--- src/sv/sample_summary_statistics_macros.svh ---
// Assertion macros shared by the sample summary statistics modules.
`ifndef SAMPLE_SUMMARY_STATISTICS_MACROS_SVH
`define SAMPLE_SUMMARY_STATISTICS_MACROS_SVH

// Same-cycle implication, checked on clk, disabled while rst is high.
`define SSS_ASSERT_NOW(lbl, ante, cons) \
  lbl: assert property (@(posedge clk) disable iff (rst) (ante) |-> (cons)) \
    else $error("sss assertion failed");

// Next-cycle implication, checked on clk, disabled while rst is high.
`define SSS_ASSERT_NEXT(lbl, ante, cons) \
  lbl: assert property (@(posedge clk) disable iff (rst) (ante) |=> (cons)) \
    else $error("sss assertion failed");

`endif

--- src/sv/sss_pkg.sv ---
// Shared constants, types and controller states for the sample summary statistics block.
package sss_pkg;

  localparam int unsigned SAMPLE_W  = 16;
  localparam int unsigned COUNT_W   = 17;
  localparam int unsigned SUM_W     = 32;
  localparam int unsigned SQ_W      = 47;
  localparam int unsigned SQ_SPLIT  = 24;
  localparam int unsigned MEAN_W    = 16;
  localparam int unsigned VAR_W     = 31;
  localparam int unsigned DVD_W     = 64;
  localparam int unsigned DSR_W     = 33;
  localparam int unsigned MAX_COUNT = 65536;

  localparam logic signed [SAMPLE_W-1:0] SAMPLE_MAX = {1'b0, {(SAMPLE_W-1){1'b1}}};
  localparam logic signed [SAMPLE_W-1:0] SAMPLE_MIN = {1'b1, {(SAMPLE_W-1){1'b0}}};

  typedef enum logic [3:0] {
    S_ACCUM,
    S_MUL_LO,
    S_MUL_HI,
    S_DIFF,
    S_MEAN_GO,
    S_MEAN_RUN,
    S_VAR_GO,
    S_VAR_RUN,
    S_EMIT
  } sss_state_t;

  // Controller to datapath commands
  typedef struct packed {
    logic take;        // input transfer this cycle
    logic mul_lo;      // n * sumsq low part, sum^2, n^2
    logic mul_hi;      // n * sumsq high part
    logic diff;        // variance numerator
    logic div_start;   // launch the divider
    logic div_sel_var; // divider operands: 1 variance, 0 mean
    logic latch_mean;
    logic latch_var;
    logic emit;        // load result register, clear run
  } dp_cmd_t;

  // Datapath to controller status
  typedef struct packed {
    logic div_done;
    logic out_free;
  } dp_stat_t;

endpackage

--- src/sv/sss_ctrl.sv ---
// Controller: sequences accumulation and the end-of-run arithmetic.
`include "sample_summary_statistics_macros.svh"

module sss_ctrl (
  input  logic               clk,
  input  logic               rst,
  input  logic               s_tvalid,
  input  logic               s_tlast,
  output logic               s_tready,
  output sss_pkg::dp_cmd_t   cmd,
  input  sss_pkg::dp_stat_t  stat
);

  sss_pkg::sss_state_t state;
  sss_pkg::sss_state_t state_next;

  // State register
  always_ff @(posedge clk) begin
    if (rst) begin
      state <= sss_pkg::S_ACCUM;
    end else begin
      state <= state_next;
    end
  end

  // Next state
  always_comb begin
    state_next = state;
    unique case (state)
      sss_pkg::S_ACCUM: begin
        if (s_tvalid && s_tlast) begin
          state_next = sss_pkg::S_MUL_LO;
        end
      end
      sss_pkg::S_MUL_LO:   state_next = sss_pkg::S_MUL_HI;
      sss_pkg::S_MUL_HI:   state_next = sss_pkg::S_DIFF;
      sss_pkg::S_DIFF:     state_next = sss_pkg::S_MEAN_GO;
      sss_pkg::S_MEAN_GO:  state_next = sss_pkg::S_MEAN_RUN;
      sss_pkg::S_MEAN_RUN: begin
        if (stat.div_done) begin
          state_next = sss_pkg::S_VAR_GO;
        end
      end
      sss_pkg::S_VAR_GO:   state_next = sss_pkg::S_VAR_RUN;
      sss_pkg::S_VAR_RUN: begin
        if (stat.div_done) begin
          state_next = sss_pkg::S_EMIT;
        end
      end
      sss_pkg::S_EMIT: begin
        if (stat.out_free) begin
          state_next = sss_pkg::S_ACCUM;
        end
      end
      default:             state_next = sss_pkg::S_ACCUM;
    endcase
  end

  // Outputs
  always_comb begin
    cmd      = '0;
    s_tready = 1'b0;
    unique case (state)
      sss_pkg::S_ACCUM: begin
        s_tready = 1'b1;
        cmd.take = s_tvalid;
      end
      sss_pkg::S_MUL_LO:   cmd.mul_lo = 1'b1;
      sss_pkg::S_MUL_HI:   cmd.mul_hi = 1'b1;
      sss_pkg::S_DIFF:     cmd.diff = 1'b1;
      sss_pkg::S_MEAN_GO:  cmd.div_start = 1'b1;
      sss_pkg::S_MEAN_RUN: cmd.latch_mean = 1'b1;
      sss_pkg::S_VAR_GO: begin
        cmd.div_start   = 1'b1;
        cmd.div_sel_var = 1'b1;
      end
      sss_pkg::S_VAR_RUN: begin
        cmd.div_sel_var = 1'b1;
        cmd.latch_var   = 1'b1;
      end
      sss_pkg::S_EMIT:     cmd.emit = stat.out_free;
      default: begin
        cmd      = '0;
        s_tready = 1'b0;
      end
    endcase
  end

  `SSS_ASSERT_NEXT(a_last_starts_math, s_tvalid && s_tready && s_tlast, state == sss_pkg::S_MUL_LO)
  `SSS_ASSERT_NOW(a_busy_blocks_input, state != sss_pkg::S_ACCUM, !cmd.take)

endmodule

--- config.mk ---
export PLATFORM = sky130hd
export DESIGN_NAME = sss_ctrl
export DESIGN_NICKNAME = d
export VERILOG_FILES = /design/src/sv/sss_pkg.sv /design/src/sv/sss_ctrl.sv
export VERILOG_INCLUDE_DIRS = /design/src /design/src/sv
export SDC_FILE = /design/constraint.sdc
export NUM_CORES = 1
export LEC_CHECK = 0
export BUFFER_PORTS_ARGS = -buffer_cell sky130_fd_sc_hd__clkbuf_2
export CAP_MARGIN = 20
export CORE_AREA = 2 2 39 41
export CTS_BUF_LIST = sky130_fd_sc_hd__clkbuf_16
export CTS_CLUSTER_DIAMETER = 40
export CTS_CLUSTER_SIZE = 28
export DETAILED_ROUTE_END_ITERATION = 12
export DIE_AREA = 0 0 41 43
export MAX_ROUTING_LAYER = met4
export PLACE_DENSITY = 0.5
export SLEW_MARGIN = 20
export SYNTH_ARGS = -nofsm -noshare
export SYNTH_HDL_FRONTEND = slang
export SYNTH_SLANG_ARGS = --single-unit
--- constraint.sdc ---
create_clock -name clk -period 1.3 [get_ports clk]
set_clock_uncertainty 0.2 [all_clocks]
set_input_delay 0.195 -clock clk [delete_from_list [all_inputs] [get_ports clk]]
set_output_delay 0.195 -clock clk [all_outputs]
set_load 0.02 [all_outputs]
Yosys cells after proc, flatten, opt, wreduce, memory -nomap -nowiden
Index checks and enable logic that the tools add are counted.
{ "totals": {"regBits": 4, "input_bits": 6} }
{ "op_classes": {"eq_ne": 12, "n_mux": 15, "reduce_logical": 5} }
{ "op_table": {"columns": ["operator", "count"], "rows": [
  ["$pmux W4 S9", 1],
  ["$eq A4 B3 Y1 const B", 4],
  ["$mux W4", 4],
  ["$mux W1", 10],
  ["$eq A4 B2 Y1 const B", 2],
  ["$ne A2 B2 Y1 const B", 4],
  ["$eq A4 B1 Y1 const B", 1],
  ["$eq A4 B4 Y1 const B", 1],
  ["$logic_not A4 Y1", 1],
  ["$reduce_and A4 Y1", 1],
  ["$reduce_or A2 Y1", 2],
  ["$logic_and A1 B1 Y1", 1]
]} }

Depth between registers and ports, before layout
Gate-level depths: netlist (run 1).
{ "logic_depth": {"depth_word": 3, "depth_mapped": 4, "mapped_depth_nobuf": 3} }

Worst setup path before layout (run 1)
Ideal clock, no wire load.
{ "synth_path": {"kind": "reg-to-output", "start": "register state[2]", "end": "output cmd[8] (netlist bit)", "arrival_ns": 1.581, "required_ns": 0.905, "setup_slack_ns": -0.676, "path_stages_with_launch": 4, "cell_sequence": "dfxtp_1 > buf_6 > nor4_1 > and2_1"} }
{ "synth_rtl": {"columns": ["element", "line", "rtl"], "rows": [
  ["from (decl)", "sss_ctrl.sv:14", "sss_pkg::sss_state_t state;"],
  ["from (signal assigned)", "sss_ctrl.sv:20", "state <= sss_pkg::S_ACCUM;"],
  ["from (signal assigned)", "sss_ctrl.sv:22", "state <= state_next;"],
  ["to (decl)", "sss_ctrl.sv:10", "output sss_pkg::dp_cmd_t cmd,"]
]} }

==> results of run 1 <==
## metrics by stage
stage / std cells / power (mW) / hold WS (ps) / setup TNS [ps] / worst slack, ps
final: 83 / 1.16 / 69.9 / -3290 / -392
after detailed placement: 76 / 0.518 / 183 / -1180 / -182
after CTS: 81 / 1.09 / 71.7 / -3010 / -407
after global placement: 76 / 0.520 / 182 / -1100 / -177
after floorplan: 37 / 0.386 / 59.5 / -834 / -208
after global routing: 83 / 1.23 / 85.6 / -3820 / -429
## worst reg2reg max path: cells and delay by family (launching register included)
kind	cells	cell delay, ps
DFF	1	340
buffers and inverters	3	400
AOI/OAI and AO/OA	1	160
and+or+nand+nor	2	260
## cell type report
cell class	count	area share, %
multi-input cells	28	36.3
clock buffers	3	10.5
inverters	3	1.93
repair buffers	29	36.8
flip-flops and latches	4	11.7
well taps	16	2.80
## cell usage after synthesis (all sizes together) (2+ instances only)
cell type / n / share of area [%]
nor4: 2 / 4.8
dfxtp: 4 / 30
inv: 3 / 4.3
a21oi: 2 / 3.8
nor2: 7 / 10
buf: 2 / 6.2
nor3: 3 / 5.7
nand2: 4 / 5.7
## final timing paths
| kind | start | endpoint | slack [ps] | depth (start not counted) |
|---|---|---|---|---|
| max | state[2]$_SDFFE_PP0P_ | cmd[0] | -390 | 3 |
| min | stat[0] | state[3]$_SDFFE_PP0P_ | 70 | 3 |
| min reg2reg | state[3]$_SDFFE_PP0P_ | state[2]$_SDFFE_PP0P_ | 390 | 2 |
| max reg2reg | state[3]$_SDFFE_PP0P_ | state[3]$_SDFFE_PP0P_ | -130 | 6 |
## repair_timing
| action | 4_1_cts | 5_1_grt |
|---|---|---|
| pin swaps | 3 | 4 |
| setup endpoints to repair | 13 | 14 |
| endpoints found under the hold margin | 2 | 0 |
| hold buffers | 1 | 0 |
| resized for setup | 17 | 34 |
| buffers inserted | 1 | 2 |
## per-layer routing
metal  global-route usage (%)  up-vias  wire length [um]
li1                         -      190                 -
met1                     11.6      164               321
met2                     18.4       11               497
met3                     4.71        3                35
met4                     16.0        0                29
met5                        -        -                 0
## where the power goes
part           total, mW  leakage [nW]  switching, mW  internal [mW]
registers          0.157        0.0335         0.0133          0.144
logic              0.521         0.245          0.274          0.248
clock network      0.487        0.0370         0.0933          0.394
## cell families (layout without fill, tap and decap cells)
group | count (synthesis) | in the layout | synth area share (%)
buffers and inverters | 5 | 35 | 10.5
DFF | 4 | 4 | 30.5
muxes | 1 | 1 | 3.81
AOI/OAI and AO/OA | 6 | 6 | 14.8
and+or+nand+nor | 21 | 21 | 40.5
## cells in the final DEF, fill, tap and decap left out, types with 2 or more instances in the layout
cell type | Yosys | layout
dfxtp_1 | 4 | 3
buf_6 | 1 | 8
buf_8 | 0 | 2
clkbuf_2 | 0 | 5
buf_4 | 0 | 11
nor2_4 | 0 | 5
inv_1 | 3 | 2
clkbuf_16 | 0 | 3
nand2_1 | 4 | 2
==> impl_metrics.ini, run 1 <==
[critical_path]
critPathTopFamily = simple AND/OR/NAND/NOR gates
worstPathRequired_ps = 900
crit_path_top_delay_cell = or4b_4
crit_type = register to primary output
cp_max_fo = 2
critPathMaxStageDelay_ps = 550
critPathCaptureType = primary output
crit_path_cell_trace = or4b_4 > nor2_4 > buf_8
path_buf_inv = 1
critPathLaunchType = register
crit_arrival_ps = 1300

[cts]
clk_pin_slew_ps = 30
cts_max_path_buffers = 2
cts_made_buffers = 3
insertion_delay_ps = 230
cts_sinks = 4
root_buffer = clkbuf_16
h-tree-depth = 1
cts_tree = built

[logic_synthesis]
synthArstFlopShare_pct = 0
ys.flop_type = dfxtp_1
ys_ff_latch = 4
syn_nets = 43
synth_cells = 37
syn_area_per_cell_sq_um = 7.10
synth_cell_types = 19
yosys_warnings = 0
ys_seq_area_share_pct = 30.5
synth-edff-count = 0
syn-cell-area_sq_um = 263

[global_routing]
antenna_found_initial = 0
gr-total-overflow = 0
globalRouteTotalUtil_pct = 13.2
grt_max_degree = 9
grt_first_pass_wirelength_um = 1350
grt_pass1_vias = 319

[min_path]
min_path_type = input port to register

[timing]
worst_slack_ps = -392
drv_slew = 0
rsz0062_at_grt = true
setup_viol = 12
hold_viol_final = 0
fmax_mhz = 591
worst_pin_slew_ps = 239
slew_headroom_pct = 83.9
period_share_pct = 130
fin_crit_ps = 1690

[route]
drt_first_pass_iters = 2
drcViolationCount = 0
postRouteAntennaNets = 0
viasPerCell = 4.43
drtIter0Drc = 5
wl_per_cell_um = 10.7
wl_um = 884
num_vias = 368

[pwr]
power.density_nw_per_um2 = 1630
p_leak_nw = 0.316
peakVddDrop_mv = 0.872

[cells_and_area]
stdcell_area_sq_um = 714
top_regs = state (4)
num_antenna_cells = 0
largest_register_ffs = 4
syn_to_final_growth_pct = 172
multi_input_area_sq_um = 259
seq_area_sq_um = 83.8
layout-drive-gt1-share_pct = 74.6
final_core_util_pct = 51.6
top_register = state
final_nets = 75
num-fill-cells = 121

[flow_run]
drv_cap = 0

[die]
io_pins = 16
initial_core_util_pct = 19.0
fp.dieArea_sq_um = 1760
die_x_um = 41
rows = 14
core_sq_um = 1380
dieHeight_um = 43

[placement]
dp_hpwl_um = 583
port_buffers = 15
postPlaceCellArea_sq_um = 460
gp_congestion = 0.614

[status]
violations = setup timing
outcome = finished with violations
Note: power is estimated with default switching activity, not from simulation.
==> run 2, diff against run 1 <==
- CTS_BUF_LIST: sky130_fd_sc_hd__clkbuf_16 -> sky130_fd_sc_hd__clkbuf_2 sky130_fd_sc_hd__clkbuf_4 sky130_fd_sc_hd__clkbuf_8
- SETUP_SLACK_MARGIN: not set -> 0.05
==> impl_metrics.ini, run 2 (synthesized netlist as in run 1, its figures left out) <==
[status]
outcome = finished with violations
violations = setup timing

[critical_path]
startpoint = state[2]$_SDFFE_PP0P_
worstPathRequired_ps = 900
crit_type = register to primary output
crit_arrival_ps = 1330
critPathCaptureType = primary output
rr_startpoint = state[2]$_SDFFE_PP0P_
endpoint = cmd[0]
r2r_end = state[3]$_SDFFE_PP0P_
critPathLaunchType = register
r2r_cells = 3
rrSetupSlack_ps = -140
cp_max_fo = 2

[die]
io_pins = 16
rows = 14
fp.dieArea_sq_um = 1760
die_x_um = 41
initial_core_util_pct = 19.0
dieHeight_um = 43
core_sq_um = 1380

[cells_and_area]
top_register = state
layout-drive-gt1-share_pct = 79.2
final_cell_mix = 11 x buf_6, 11 x buf_4, 5 x nor2_4, 5 x clkbuf_2, 5 x buf_8
final_nets = 80
num_antenna_cells = 0
largest_register_ffs = 4
fin_cells = 88
syn_to_final_growth_pct = 184
top_regs = state (4)
final_core_util_pct = 54.0
stdcell_area_sq_um = 747

[timing]
worst_pin_slew_ps = 225
slew_headroom_pct = 84.8
hold_viol_final = 0
drv_slew = 0
period_share_pct = 132
fin_crit_ps = 1720
setup_tns_ps = -3030
rsz0062_at_grt = true
worst_slack_ps = -422
hold_slack_ps = 44.9
fmax_mhz = 581
setup_viol = 12

[placement]
postPlaceCellArea_sq_um = 460
port_buffers = 15
dp_hpwl_um = 657
place_ws_ps = -180
dp_cells = 76
gp_congestion = 0.702

[route]
viasPerCell = 4.53
wl_um = 1030
drcViolationCount = 0
drt_first_pass_iters = 2
drtIter0Drc = 3
num_vias = 399
wl_per_cell_um = 11.7
postRouteAntennaNets = 0

[cts]
h-tree-depth = 1
root_buffer = clkbuf_4
cts_max_path_buffers = 2
clk_pin_slew_ps = 40
insertion_delay_ps = 240
cts_made_buffers = 3
cts_tree = built
cts_sinks = 4

[pwr]
p_leak_nw = 0.341
peakVddDrop_mv = 0.556
power.density_nw_per_um2 = 1440
finalPower_mw = 1.07

[global_routing]
antenna_found_initial = 0
grt_first_pass_wirelength_um = 1500
grt_pass1_vias = 372
grt_max_degree = 9
gr-total-overflow = 0
globalRouteTotalUtil_pct = 14.5

[min_path]
min_path_type = input port to register
min_path_cells = 3

[flow_run]
drv_cap = 0
## run 2: changes by cell type in the layout (fill, tap and decap cells not counted), sizes merged
cell	previous run	this run
buf	23	28
## run 2: worst min path at each step
stage / slack, ps / to / start
2_1_floorplan: 60 / state[3]$_SDFFE_PP0P_ / rst
5_1_grt: 60 / state[0]$_SDFFE_PP0P_ / s_tlast
6_report: 40 / state[0]$_SDFFE_PP0P_ / s_tlast
3_5_place_dp: 200 / state[3]$_SDFFE_PP0P_ / rst
4_1_cts: 50 / state[0]$_SDFFE_PP0P_ / s_tlast
3_3_place_gp: 200 / state[3]$_SDFFE_PP0P_ / rst
## run 2: per-layer routing
metal / wire length (um) / GRT usage [%]
met1: 339 / 11.6
met2: 594 / 22.5
met3: 61 / 7.85
met4: 31 / 12.0
met5: 0 / -
## run 2: power by group
part / switching [mW] / internal (mW) / total (mW)
registers: 0.0157 / 0.150 / 0.166
clock network: 0.0563 / 0.104 / 0.160
logic: 0.329 / 0.419 / 0.748
## run 2: repair_timing
action,4_1_cts,5_1_grt
hold buffers,1,0
endpoints found under the setup margin,13,14
endpoints found under the hold margin,2,0
resized for setup,32,27
buffers inserted,2,6
pin swaps,4,6
## run 2: critical path: stages, from the launching register on
cell and delay [ps]:
dfxtp_2 310, or4b_4 550, nor2_4 110, buf_8 110
## run 2: layout make-up
type	count	area [sq um]
Clock buffer	3	22.5
Fill cell	125	637
Inverter	3	18.8
Multi-Input combinational cell	28	264
Sequential cell	4	85.1
Tap cell	16	20.0
Timing Repair Buffer	34	337
